## src/rtl/core/rar_pkg.sv

```systemverilog
package rar_pkg;

  // Action codes
  localparam logic [2:0] ACT_REDUCE = 3'd0;
  localparam logic [2:0] ACT_NEGATE = 3'd1;
  localparam logic [2:0] ACT_ADD    = 3'd2;
  localparam logic [2:0] ACT_MUL    = 3'd3;
  localparam logic [2:0] ACT_CMP    = 3'd4;

  // Status codes
  localparam logic [1:0] ST_OK   = 2'd0;
  localparam logic [1:0] ST_ZDEN = 2'd1;
  localparam logic [1:0] ST_OVF  = 2'd2;

  // Fixed field widths
  localparam int FIELD_W = 32;
  localparam int DEN_W   = 31;

  typedef enum logic [3:0] {
    S_IDLE,
    S_MUL0,
    S_MUL1,
    S_MUL2,
    S_EVAL,
    S_GCD2,
    S_GCD,
    S_DIVN,
    S_DIVD,
    S_FIN,
    S_OUT
  } rar_state_t;

  // Divider status back to the sequencer
  typedef struct packed {
    logic busy;
    logic done;
  } rar_div_stat_t;

endpackage

```

## src/rtl/core/rar_div.sv

```systemverilog
module rar_div #(
  parameter int DW = 64
) (
  input  logic                   clk,
  input  logic                   rst_n,
  input  logic                   start,
  input  logic [DW-1:0]          dividend,
  input  logic [DW-1:0]          divisor,
  output rar_pkg::rar_div_stat_t stat,
  output logic [DW-1:0]          quotient
);
  import rar_pkg::*;

  localparam int CW = $clog2(DW + 1);

  logic [DW:0]   rem_r;
  logic [DW-1:0] quo_r;
  logic [DW-1:0] dvs_r;
  logic [CW-1:0] cnt_r;
  logic          busy_r;
  logic          done_r;

  logic [DW:0]   rem_sh;
  logic [DW:0]   rem_sub;
  logic          take;

  // One quotient bit per cycle, restoring
  always_comb begin
    rem_sh  = {rem_r[DW-1:0], quo_r[DW-1]};
    rem_sub = rem_sh - {1'b0, dvs_r};
    take    = rem_sh >= {1'b0, dvs_r};
  end

  always_ff @(posedge clk) begin
    if (!rst_n) begin
      busy_r <= 1'b0;
      done_r <= 1'b0;
      cnt_r  <= '0;
    end else begin
      done_r <= 1'b0;
      if (start) begin
        busy_r <= 1'b1;
        cnt_r  <= CW'(DW);
      end else if (busy_r) begin
        cnt_r <= cnt_r - 1'b1;
        if (cnt_r == CW'(1)) begin
          busy_r <= 1'b0;
          done_r <= 1'b1;
        end
      end
    end
  end

  always_ff @(posedge clk) begin
    if (start) begin
      rem_r <= '0;
      quo_r <= dividend;
      dvs_r <= divisor;
    end else if (busy_r) begin
      rem_r <= take ? rem_sub : rem_sh;
      quo_r <= {quo_r[DW-2:0], take};
    end
  end

  assign stat.busy = busy_r;
  assign stat.done = done_r;
  assign quotient  = quo_r;

endmodule

```

## config.mk

```make
export PLATFORM = sky130hd
export DESIGN_NAME = rar_div
export DESIGN_NICKNAME = d
export VERILOG_FILES = /design/src/rtl/core/rar_pkg.sv /design/src/rtl/core/rar_div.sv
export SDC_FILE = /design/constraint.sdc
export NUM_CORES = 1
export LEC_CHECK = 0
export ABC_AREA = 1
export ABC_CLOCK_PERIOD_IN_PS = 3500
export BUFFER_PORTS_ARGS = -buffer_cell sky130_fd_sc_hd__buf_2
export CORE_MARGIN = 5
export CORE_UTILIZATION = 53
export DETAILED_ROUTE_END_ITERATION = 6
export PLACE_DENSITY = 0.77
export SYNTH_ARGS = -nofsm -noshare
export SYNTH_HDL_FRONTEND = slang
export SYNTH_SLANG_ARGS = --single-unit
```

## constraint.sdc

```tcl
create_clock -name clk -period 3.5 [get_ports clk]
set_input_delay 0.525 -clock clk [delete_from_list [all_inputs] [get_ports clk]]
set_output_delay 0.525 -clock clk [all_outputs]
set_load 0.1 [all_outputs]
```

==> results of run 1 <==
-- power groups by stage --
stage / sequential (W) / clock [W] / combinational, W
floorplan: 0.00337 / 0 / 0.000426
global placement: 0.00282 / 0 / 0.00128
detailed placement: 0.00282 / 0 / 0.00130
finish: 0.00278 / 0.00228 / 0.00130
CTS: 0.00278 / 0.00233 / 0.00130
global route: 0.00279 / 0.00242 / 0.00139
-- critical path: cells and delay by family, from the launching register on --
kind | cells | cell delay [ns]
fa+ha+maj | 1 | 0.26
buf+inv | 5 | 0.87
simple gates | 13 | 1.25
flops | 1 | 0.36
-- area by class of cell --
cell class / instances / share of cell area [%]
Inverter: 448 / 10.28
Multi-Input combinational cell: 1489 / 43.61
Timing Repair Buffer: 211 / 6.769
Clock buffer: 34 / 3.950
Tap cell: 341 / 2.605
Sequential cell: 201 / 32.39
Clock inverter: 6 / 0.3973
-- sequential cells by signal, indices dropped and copies added (netlist names) --
register	flops
busy_r	1
cnt_r	7
done_r	1
dvs_r	64
quotient	64
rem_r	64
-- metal layers --
layer,share of wire [%],track usage (%),up-vias
li1,-,-,7046
met1,44,39.46,6342
met2,46,48.38,538
met3,7.6,4.652,54
met4,2.6,7.332,0
met5,0,0,-
-- logic make-up (layout without fill, tap and decap cells) --
| kind of cell | Yosys count | count (layout) | synth area share [%] |
|---|---|---|---|
| AO/OA/AOI/OAI | 111 | 111 | 4.283 |
| XOR/XNOR | 32 | 32 | 1.942 |
| adder cells (fa/ha/maj) | 67 | 67 | 5.861 |
| buffers and inverters | 497 | 699 | 13.82 |
| flip-flops | 201 | 201 | 36.76 |
| AND/OR/NAND/NOR | 1279 | 1279 | 37.33 |
-- layout by cell type, fill, tap and decap left out, types with 21 or more instances in the layout --
cell       netlist  routed
o21ai_0         25      25
buf_2            7     195
inv_1          442     440
a21oi_1         50      50
nor3_1          21      21
nand3b_1        35      35
clkbuf_16        0      23
xnor2_1         28      28
edfxtp_1       128     128
ha_1            66      66
nand3_1        140     140
nand2_1        915     915
nor2_1          98      96
dfxtp_1         73      73
-- per-stage QoR --
step / total power (W) / util, % / setup slack [ns] / area [um2] / cells
after CTS: 0.006403 / 60.94 / 0.5927 / 16380 / 2730
after global routing: 0.006601 / 60.94 / 0.2796 / 16380 / 2730
final: 0.006352 / 60.94 / 0.5511 / 16380 / 2730
after detailed placement: 0.004121 / 58.29 / 0.6245 / 15670 / 2690
after floorplan: 0.003799 / - / 0.1669 / 14430 / 2187
after global placement: 0.004104 / 58.29 / 0.6635 / 15670 / 2690
-- worst min path at each step --
stage	from	endpoint	slack, ns	depth (start not counted)
floorplan	cnt_r[6]	done_r	0.44	1
global placement	rem_r[43]	rem_r[43]	0.46	2
detailed placement	rem_r[47]	rem_r[47]	0.46	2
finish	divisor[23]	dvs_r[23]	0.16	1
CTS	divisor[23]	dvs_r[23]	0.13	1
global route	divisor[21]	dvs_r[21]	0.14	1
==> summary.md, run 1 <==
| Metric | Value |
|---|---|
| Top Ports | 197 |
| Critical path fanouts, max | 65 |
| Power per Cell Area | 387.9 mW/mm2 |
| Nets | 2,571 |
| Full die area | 0.03063 mm2 |
| Slew margin rel. | 42.68% |
| Count leader, synth | nand2_1 |
| First-pass GRT wire length | 71,000 um |
| Final Hold Viols | 0 |
| CP max-delay cell | buf_4 |
| Area of the multi-input gates | 0.007142 mm2 |
| CTS tree | done |
| Vias in the first global route | 13,580 |
| Routed Antenna Nets | 0 |
| Gr usage total | 28.95% |
| EDFF count, synth | 128 |
| Number of gates resized after CTS | 0 |
| Final period util | 84.25% |
| FF-to-FF Start | dvs_r[7] |
| Post-synth ARST share | 0% |
| Static leakage | 9.199 nW |
| Cell taking the most area after synthesis | edfxtp_1 |
| Internal power | 0.004260 W |
| Via count | 13,980 |
| Die Y | 175.0 um |
| Top cell type's share of synthesized area | 26.63% |
| Root buffer cell | clkbuf_16 |
| RR Endpoint | rem_r[52] |
| Syn-to-layout area delta | 13.48% |
| Reg area | 0.005305 mm2 |
| Number of synthesized register bits | 201 |
| Grt ovf | 0 |
| Synth unique cells | 41 |
| Sequential share of power | 43.7% |
| Synthesized cell area | 0.01443 mm2 |
| Final WL | 44,960 um |
| Min Tclk post-route | 2.949 ns |
| Ranking of synthesized cells by area | edfxtp_1, nand2_1, inv_1 |
| RSZ-0062 raised after global routing | no |
| Synth Area per Inst | 6.599 um2 |
| Crit path launch | dvs_r[7] |
| Clock share of power | 35.8% |
| Fill cells | 2,625 |
| Final Max Slew Viols | 0 |
| Startpoint types | flop |
| Synth Flop Type | edfxtp_1 |
| HP Class | input pin to flop |
| Routability Congestion | 0.9958 |
| Peak Freq | 339.1 MHz |
| Post-Syn Nets | 2,385 |
| I/O Buffers | 196 |
| Clock Latency Late Sink | 0.54 ns |
| Starting Density | 53.70% |
| Vias/cell | 5.121 |
| Final setup vio count | 0 |
| Post-synth top cells | nand2_1, inv_1, nand3_1 |
| Htree depth | 1 |
| Crit path DAT | 3.37 ns |
| Sw Share | 32.94% |
| Critical path capture point type | flop |
| Comb power frac | 20.5% |
| Detailed placement HPWL | 36,030 um |
| Number of diodes | 0 |
| Initial antenna violation count | 0 |
| Core Region | 0.02688 mm2 |
| Maximum vdd drop | 0.5088 mV |
| Sw Pwr | 0.002092 W |
| Die W | 175.0 um |
| Sink Count | 201 |
| Most used cell, CP | nand2_1 |
| Mapped Cells | 2,187 |
| Synth warn | 0 |
| Outcome | finished clean |
| Num CTS Buffers | 22 |
| Maximum number of pins on one net before global-route repair | 66 |
| CP peak stage delay | 0.63 ns |
| Starting DRC count in detailed routing | 1,151 |
| CTS Buffer Depth | 3 |
| Number of max-cap violations | 0 |
| Worst hold slack | 0.1588 ns |
| WP data required | 3.92 ns |
| Worst reg-to-reg setup slack | 0.55 ns |
| Cell Rows | 60 |
| Setup bufs post-CTS | 0 |
| CP endpoint | rem_r[52] |
| Layout cells sized above 1 | 12.56% |
| Hold buffer count at cts | 0 |
| DR pass1 iterations | 6 |
| Seq/Total Area, Yosys | 36.76% |
| Critical setup path kind | flop to flop |
| R2R depth | 19 |
| Least-Margin Pin Slew | 0.8599 ns |
| Clock Pin Slew Worst Setup and Hold Paths | 0.07 ns |
| DRC viols | 0 |
| Skew final | 0.02211 ns |
| WL per Instance | 16.47 um |
| Setup TNS | 0 ns |
| Crit-path cells | inv_1 -> ha_1 -> nand2_1 -> inv_1 -> nand2_1 -> nand2_1 -> inv_2 -> nand3_2 -> nand2_1 -> nand2_2 -> nand2_2 -> nand2_2 -> nand2_4 -> buf_4 -> nand3_1 -> nand2_1 -> inv_1 -> nand2_1 -> nand2_1 |
No activity file was read; power rests on OpenSTA's default activity.
==> inputs of run 2 (changes only) <==
--- a/config.mk
+++ b/config.mk
@@ -6,12 +6,12 @@
 export NUM_CORES = 1
 export LEC_CHECK = 0
 export ABC_AREA = 1
-export ABC_CLOCK_PERIOD_IN_PS = 3500
+export ABC_CLOCK_PERIOD_IN_PS = 3000
 export BUFFER_PORTS_ARGS = -buffer_cell sky130_fd_sc_hd__buf_2
 export CORE_MARGIN = 5
-export CORE_UTILIZATION = 53
+export CORE_UTILIZATION = 59
 export DETAILED_ROUTE_END_ITERATION = 6
-export PLACE_DENSITY = 0.77
+export PLACE_DENSITY = 0.82
 export SYNTH_ARGS = -nofsm -noshare
 export SYNTH_HDL_FRONTEND = slang
 export SYNTH_SLANG_ARGS = --single-unit
==> constraint.sdc (replaced) <==
create_clock -name clk -period 3 [get_ports clk]
set_input_delay 0.45 -clock clk [delete_from_list [all_inputs] [get_ports clk]]
set_output_delay 0.45 -clock clk [all_outputs]
set_load 0.1 [all_outputs]
==> summary.md, run 2 (synthesis gave the netlist of run 1 again) <==
| Metric | Value |
|---|---|
| Number of diodes | 0 (unchanged) |
| HP Class | input pin to flop |
| DR pass1 iterations | 6 (unchanged) |
| Vias/cell | 5.170 (+0.96%) |
| CTS tree | done |
| Detailed placement HPWL | 35,970 um (-0.17%) |
| CTS Buffer Depth | 3 (unchanged) |
| Hold buffer count at cts | 0 (unchanged) |
| Setup TNS | 0 ns (unchanged) |
| Final Max Slew Viols | 0 (unchanged) |
| Die Y | 166.4 um (-4.9%) |
| Commonest cells after routing, fill and taps aside | nand2_1, inv_1, buf_2 |
| Routed Antenna Nets | 0 (unchanged) |
| Final WL | 45,680 um (+1.6%) |
| Clock Latency Late Sink | 0.53 ns (about the same) |
| Setup bufs post-CTS | 0 (unchanged) |
| Outcome | finished clean |
| R2R depth | 19 (unchanged) |
| Gr usage total | 32.08% (+3.1 points) |
| Num CTS Buffers | 22 (unchanged) |
| Min Tclk post-route | 2.752 ns (-0.1967 ns) |
| Least-Margin Pin Slew | 0.6256 ns (-0.2342 ns) |
| Global-route met2 utilization | 52.73% (+4.4 points) |
| Syn-to-layout area delta | 14.35% |
| Finished Layout Cells | 2,721 (-0.33%) |
| RSZ-0062 raised after global routing | no |
| Starting Density | 59.69% (+6.0 points) |
| Starting DRC count in detailed routing | 1,443 (+25%) |
| Full die area | 0.02769 mm2 (-9.6%) |
| I/O Buffers | 196 (unchanged) |
| Root buffer cell | clkbuf_16 |
| HP Start | divisor[47] |
| Clock Pin Slew Worst Setup and Hold Paths | 0.06 ns (about the same) |
| Maximum vdd drop | 0.5430 mV (+6.7%) |
| Critical path capture point type | flop |
| Maximum number of pins on one net before global-route repair | 92 (+39%) |
| Static leakage | 9.287 nW (+0.96%) |
| Layout cells sized above 1 | 13.02% (+0.46 points) |
| Nets | 2,580 (+0.35%) |
| Number of gates resized after CTS | 0 (unchanged) |
| Slew margin rel. | 57.85% (+15 points) |
| Skew final | 0.009349 ns (-0.01276 ns) |
| Sink Count | 201 (unchanged) |
| Crit path DAT | 3.17 ns (-0.20 ns) |
| Cell Rows | 57 (-5.0%) |
| Routability Congestion | 1.033 (+3.7%) |
| Number of cells after detailed placement | 2,682 (-0.30%) |
| First-pass GRT wire length | 71,980 um (+1.4%) |
| Startpoint types | flop |
| Top Ports | 197 (unchanged) |
| Vias in the first global route | 13,610 (+0.22%) |
| Final Hold Viols | 0 (unchanged) |
| RR Endpoint | rem_r[54] |
| WL per Instance | 16.79 um (+1.9%) |
| Via count | 14,070 (+0.62%) |
| Critical path fanouts, max | 45 (-31%) |
| Number of max-cap violations | 0 (unchanged) |
| Initial antenna violation count | 0 (unchanged) |
| Grt met3 use | 4.808% (+0.16 points) |
| FF-to-FF Start | dvs_r[8] |
| Core Region | 0.02418 mm2 (-10%) |
| Fill cells | 2,153 (-18%) |
| Htree depth | 1 (unchanged) |
| Global Route met1 Usage | 45.05% (+5.6 points) |
| DRC viols | 0 (unchanged) |
| Most common cell after layout, fill and taps aside | nand2_1 |
| Peak Freq | 363.3 MHz (+7.1%) |
| Worst reg-to-reg setup slack | 0.25 ns (-0.30 ns) |
| Busiest layer in global routing | met2 |
| Hold EP | dvs_r[47] |
| WP data required | 3.42 ns (-0.50 ns) |
| Final period util | 91.74% (+7.5 points) |
| Worst Hold Depth | 1 (unchanged) |
| Critical setup path kind | flop to flop |
| Power per Cell Area | 455.9 mW/mm2 (+18%) |
| Grt ovf | 0 (unchanged) |
| Final setup vio count | 0 (unchanged) |
| Die W | 166.4 um (-4.9%) |
-- run 2: changes by cell type in the layout (fill, tap and decap cells not counted) --
cell	change
clkbuf_1	-6
bufinv_16	+2
clkbuf_8	+1
buf_12	+4
clkinv_4	-1
clkbuf_16	-1
inv_6	-1
clkinv_1	+2
clkinvlp_4	-1
clkinv_2	+4
buf_4	+5
-- run 2: how the worst max path moves through the flow --
stage,from,to,slack [ns],depth (start not counted)
3_3_place_gp,dvs_r[41],rem_r[60],0.39,13
5_1_grt,dvs_r[8],rem_r[17],0.002,17
6_report,dvs_r[8],rem_r[54],0.25,19
3_5_place_dp,dvs_r[8],rem_r[14],0.34,17
4_1_cts,dvs_r[8],rem_r[14],0.30,17
2_1_floorplan,quotient[63],rem_r[34],0.15,17
-- run 2: area by class of cell --
class / instances / area (um2) / area share, %
flip-flops and latches: 201 / 5305 / 32.15
repair buffers: 220 / 1226 / 7.430
well taps: 324 / 405.4 / 2.457
inverters: 448 / 1683 / 10.20
multi-input cells: 1489 / 7142 / 43.28
clock buffers: 28 / 613.1 / 3.715
clock inverters: 11 / 127.6 / 0.7734
-- run 2: report_power, final --
| group | switching, W | total [W] | internal [W] |
|---|---|---|---|
| sequential | 0.0000886 | 0.00324 | 0.00315 |
| clock | 0.00114 | 0.00276 | 0.00162 |
| combinational | 0.00121 | 0.00153 | 0.000323 |
-- run 2: routing by layer --
layer	routed length, um	vias up
met2	20890	614
met5	0	-
met1	19690	6302
met4	1211	0
met3	3886	78
li1	-	7073
-- run 2: critical path, cell delays in order (launching register included) --
cell      delay, ns
edfxtp_1       0.37
inv_1          0.06
ha_1           0.27
nand2_1        0.14
inv_1          0.05
nand2_1        0.06
nand2_1        0.08
inv_2          0.06
nand3_2        0.17
nand2_1        0.12
nand2_2        0.10
nand2_2        0.08
nand2_2        0.08
nand2_4        0.08
buf_4          0.48
nand3_1        0.13
nand2_1        0.09
inv_1          0.05
nand2_1        0.08
nand2_1        0.07
-- run 2: metrics by stage --
step,util [%],hold WS [ns],area (um2),setup slack (ns),total power (W)
after global routing,68.26,0.07799,16500,0.002474,0.007799
after detailed placement,65.19,0.4612,15760,0.3427,0.004806
after global placement,65.19,0.4552,15760,0.3857,0.004781
after CTS,68.26,0.07510,16500,0.2951,0.007559
after floorplan,-,0.4372,14430,0.1514,0.004430
final,68.26,0.08977,16500,0.2478,0.007524
==> inputs of run 3 (changes only) <==
--- a/config.mk
+++ b/config.mk
@@ -12,6 +12,8 @@
 export CORE_UTILIZATION = 59
 export DETAILED_ROUTE_END_ITERATION = 6
 export PLACE_DENSITY = 0.82
+export RECOVER_POWER = 100
+export REMOVE_ABC_BUFFERS = 1
 export SYNTH_ARGS = -nofsm -noshare
 export SYNTH_HDL_FRONTEND = slang
 export SYNTH_SLANG_ARGS = --single-unit
==> summary.md, run 3 (synthesis gave the netlist of run 1 again) <==
| Metric | Value |
|---|---|
| Outcome | finished, violations left |
| Failing checks | capacitance limit, slew limit |
| Final period util | 90.45% (-1.3 points) |
| Post-route cell area | 0.01628 mm2 (-1.4%) |
| Fill cells | 2,170 (+0.79%) |
| Worst reg-to-reg setup slack | 0.29 ns (+0.04 ns) |
| Grt ovf | 0 (unchanged) |
| Maximum number of pins on one net before global-route repair | 82 (-11%) |
| Number of diodes | 0 (unchanged) |
| HP Class | input pin to flop |
| Min Tclk post-route | 2.714 ns (-0.03859 ns) |
| Sink Count | 201 (unchanged) |
| WP data required | 3.40 ns (-0.02 ns) |
| Area of the multi-input gates | 0.007139 mm2 (about the same) |
| Internal power | 0.004889 W (-4.0%) |
| Gr usage total | 31.98% (-0.099 points) |
| Clock share of power | 35.1% (-1.6 points) |
| Core Region | 0.02418 mm2 (unchanged) |
| Top Ports | 197 (unchanged) |
| Sw Pwr | 0.002414 W (-0.72%) |
| Vias in the first global route | 13,750 (+1.1%) |
| Peak Freq | 368.5 MHz (+1.4%) |
| I/O Buffers | 196 (unchanged) |
| Root buffer cell | clkbuf_16 |
| Starting DRC count in detailed routing | 1,199 (-17%) |
| Critical path capture point type | flop |
| Crit-path leading delay family | simple AND/OR/NAND/NOR gates |
| Final Hold Viols | 0 (unchanged) |
| Worst Hold Depth | 1 (unchanged) |
| Die W | 166.4 um (unchanged) |
| First-pass GRT wire length | 71,740 um (-0.33%) |
| Comb power frac | 20.4% (about the same) |
| R2R depth | 14 (-5) |
| Crit-path cells | ha_1 -> nand2_2 -> inv_2 -> a21oi_2 -> nand2_1 -> nand2_1 -> nand2_1 -> nand2_1 -> nand2_1 -> nor2_4 -> buf_6 -> nand3_1 -> nand3_1 -> o21ai_0 |
| RR Endpoint | rem_r[19] |
| Final WL | 45,150 um (-1.2%) |
| HP Start | divisor[16] |
| Least-Margin Pin Slew | 1.679 ns (+1.054 ns) |
| CP peak stage delay | 0.47 ns (about the same) |
| Htree depth | 1 (unchanged) |
| Routed Antenna Nets | 0 (unchanged) |
| Most used cell, CP | nand2_1 |
| Starting Density | 59.69% (unchanged) |
| Crit path DAT | 3.12 ns (-0.05 ns) |
| Worst path bufs/invs | 2 (-3) |
| Final Max Slew Viols | 82 (+82) |
| Worst hold slack | 0.08856 ns (-0.001215 ns) |
| Skew final | 0.02210 ns (+0.01275 ns) |
| Hold EP | dvs_r[16] |
| FF-to-FF Start | rem_r[39] |
| Clock Latency Late Sink | 0.53 ns (about the same) |
| CP max-delay cell | buf_6 |
| Via count | 14,060 (-0.085%) |
| Die Y | 166.4 um (unchanged) |
| Slew margin rel. | -11.96% (-70 points) |
| Routability Congestion | 1.042 (+0.84%) |
| Final setup vio count | 0 (unchanged) |
| Sequential share of power | 44.4% (+1.4 points) |
| Area after DPL | 0.01571 mm2 (-0.30%) |
| Maximum vdd drop | 0.6437 mV (+19%) |
| Power per Cell Area | 448.6 mW/mm2 (-1.6%) |
| CTS tree | done |
| Layout cells sized above 1 | 9.812% (-3.2 points) |
| Critical path fanouts, max | 65 (+44%) |
| Nets | 2,577 (-0.12%) |
| Commonest cells after routing, fill and taps aside | nand2_1, inv_1, nand3_1 |
| Startpoint types | flop |
| Detailed placement HPWL | 35,760 um (-0.58%) |
| Cell Rows | 57 (unchanged) |
| Vias/cell | 5.169 (about the same) |
| Num CTS Buffers | 22 (unchanged) |
| RSZ-0062 raised after global routing | no |
| Most common cell after layout, fill and taps aside | nand2_1 |
| Clock Pin Slew Worst Setup and Hold Paths | 0.06 ns (about the same) |
| Static leakage | 9.021 nW (-2.9%) |
| Critical setup path kind | flop to flop |
| DR pass1 iterations | 6 (unchanged) |
| Full die area | 0.02769 mm2 (unchanged) |
| WL per Instance | 16.61 um (-1.1%) |
| Number of max-cap violations | 2 (+2) |
| Reg area | 0.005305 mm2 (unchanged) |
| Syn-to-layout area delta | 12.80% |
| Sw Share | 33.06% (+0.74 points) |
| Initial antenna violation count | 0 (unchanged) |
| CTS Buffer Depth | 3 (unchanged) |
| DRC viols | 0 (unchanged) |
[run 3: cell count changes in the layout (fill, tap and decap cells not counted), moves of 3 or more]
cell,delta
buf_12,-3
clkbuf_2,+4
clkbuf_1,+72
buf_2,-68
o21ai_0,+15
o21ai_1,-15
buf_4,-8
[run 3: how the worst max path moves through the flow]
stage                         start  slack (ns)  cells after the start          end
after global placement    dvs_r[50]        0.27                     15    rem_r[50]
after floorplan              busy_r       -1.18                      2  quotient[0]
after detailed placement  dvs_r[39]        0.17                     17    rem_r[58]
after CTS                 rem_r[39]        0.15                     16    rem_r[58]
after global routing      dvs_r[10]        0.06                     14    rem_r[49]
final                     rem_r[39]        0.29                     14    rem_r[19]
[run 3: worst register-to-register path, stage by stage, from the launching register on]
cell and delay (ns):
dfxtp_1 0.33, ha_1 0.37, nand2_2 0.13, inv_2 0.04, a21oi_2 0.22, nand2_1 0.14
nand2_1 0.08, nand2_1 0.06, nand2_1 0.06, nand2_1 0.07, nor2_4 0.13, buf_6 0.47
nand3_1 0.27, nand3_1 0.12, o21ai_0 0.09
[run 3: timing repair]
item | 4_1_cts | 5_1_grt
hold buffers | 0 | 0
resized for setup | 0 | 1
setup endpoints to repair | 0 | 13
hold endpoints to repair | 0 | 0
setup buffers | 0 | 0
[run 3: per-layer routing]
| layer | up-vias | part of all wire, % | GRT usage [%] |
|---|---|---|---|
| met5 | - | 0 | 0 |
| met4 | 0 | 4.7 | 12.77 |
| met3 | 109 | 7.9 | 5.499 |
| met2 | 554 | 45 | 52.84 |
| met1 | 6330 | 42 | 41.96 |
| li1 | 7062 | - | - |
[run 3: cell type report]
| cell class | count | share of cell area [%] |
|---|---|---|
| clock inverter | 10 | 0.2998 |
| inverter | 448 | 10.34 |
| timing repair buffer | 217 | 6.603 |
| sequential | 201 | 32.59 |
| clock buffer | 30 | 3.820 |
| tap | 324 | 2.490 |
| multi-input combinational | 1489 | 43.86 |
[run 3: per-stage QoR]
stage	TNS, ns	std cells	utilization [%]	worst slack [ns]	power (W)
floorplan	-124.56	2138	-	-1.176	0.004412
global placement	0	2679	65.00	0.2745	0.004783
detailed placement	0	2679	65.00	0.1700	0.004807
CTS	0	2719	67.77	0.1514	0.007352
global route	0	2719	67.33	0.06354	0.007584
finish	0	2719	67.33	0.2864	0.007303
[run 3: power groups by stage]
stage | clock network (W) | registers [W] | logic (W)
2_1_floorplan | 0 | 0.00394 | 0.000470
3_3_place_gp | 0 | 0.00329 | 0.00149
3_5_place_dp | 0 | 0.00329 | 0.00152
4_1_cts | 0.00259 | 0.00324 | 0.00152
5_1_grt | 0.00273 | 0.00326 | 0.00160
6_report | 0.00257 | 0.00324 | 0.00149
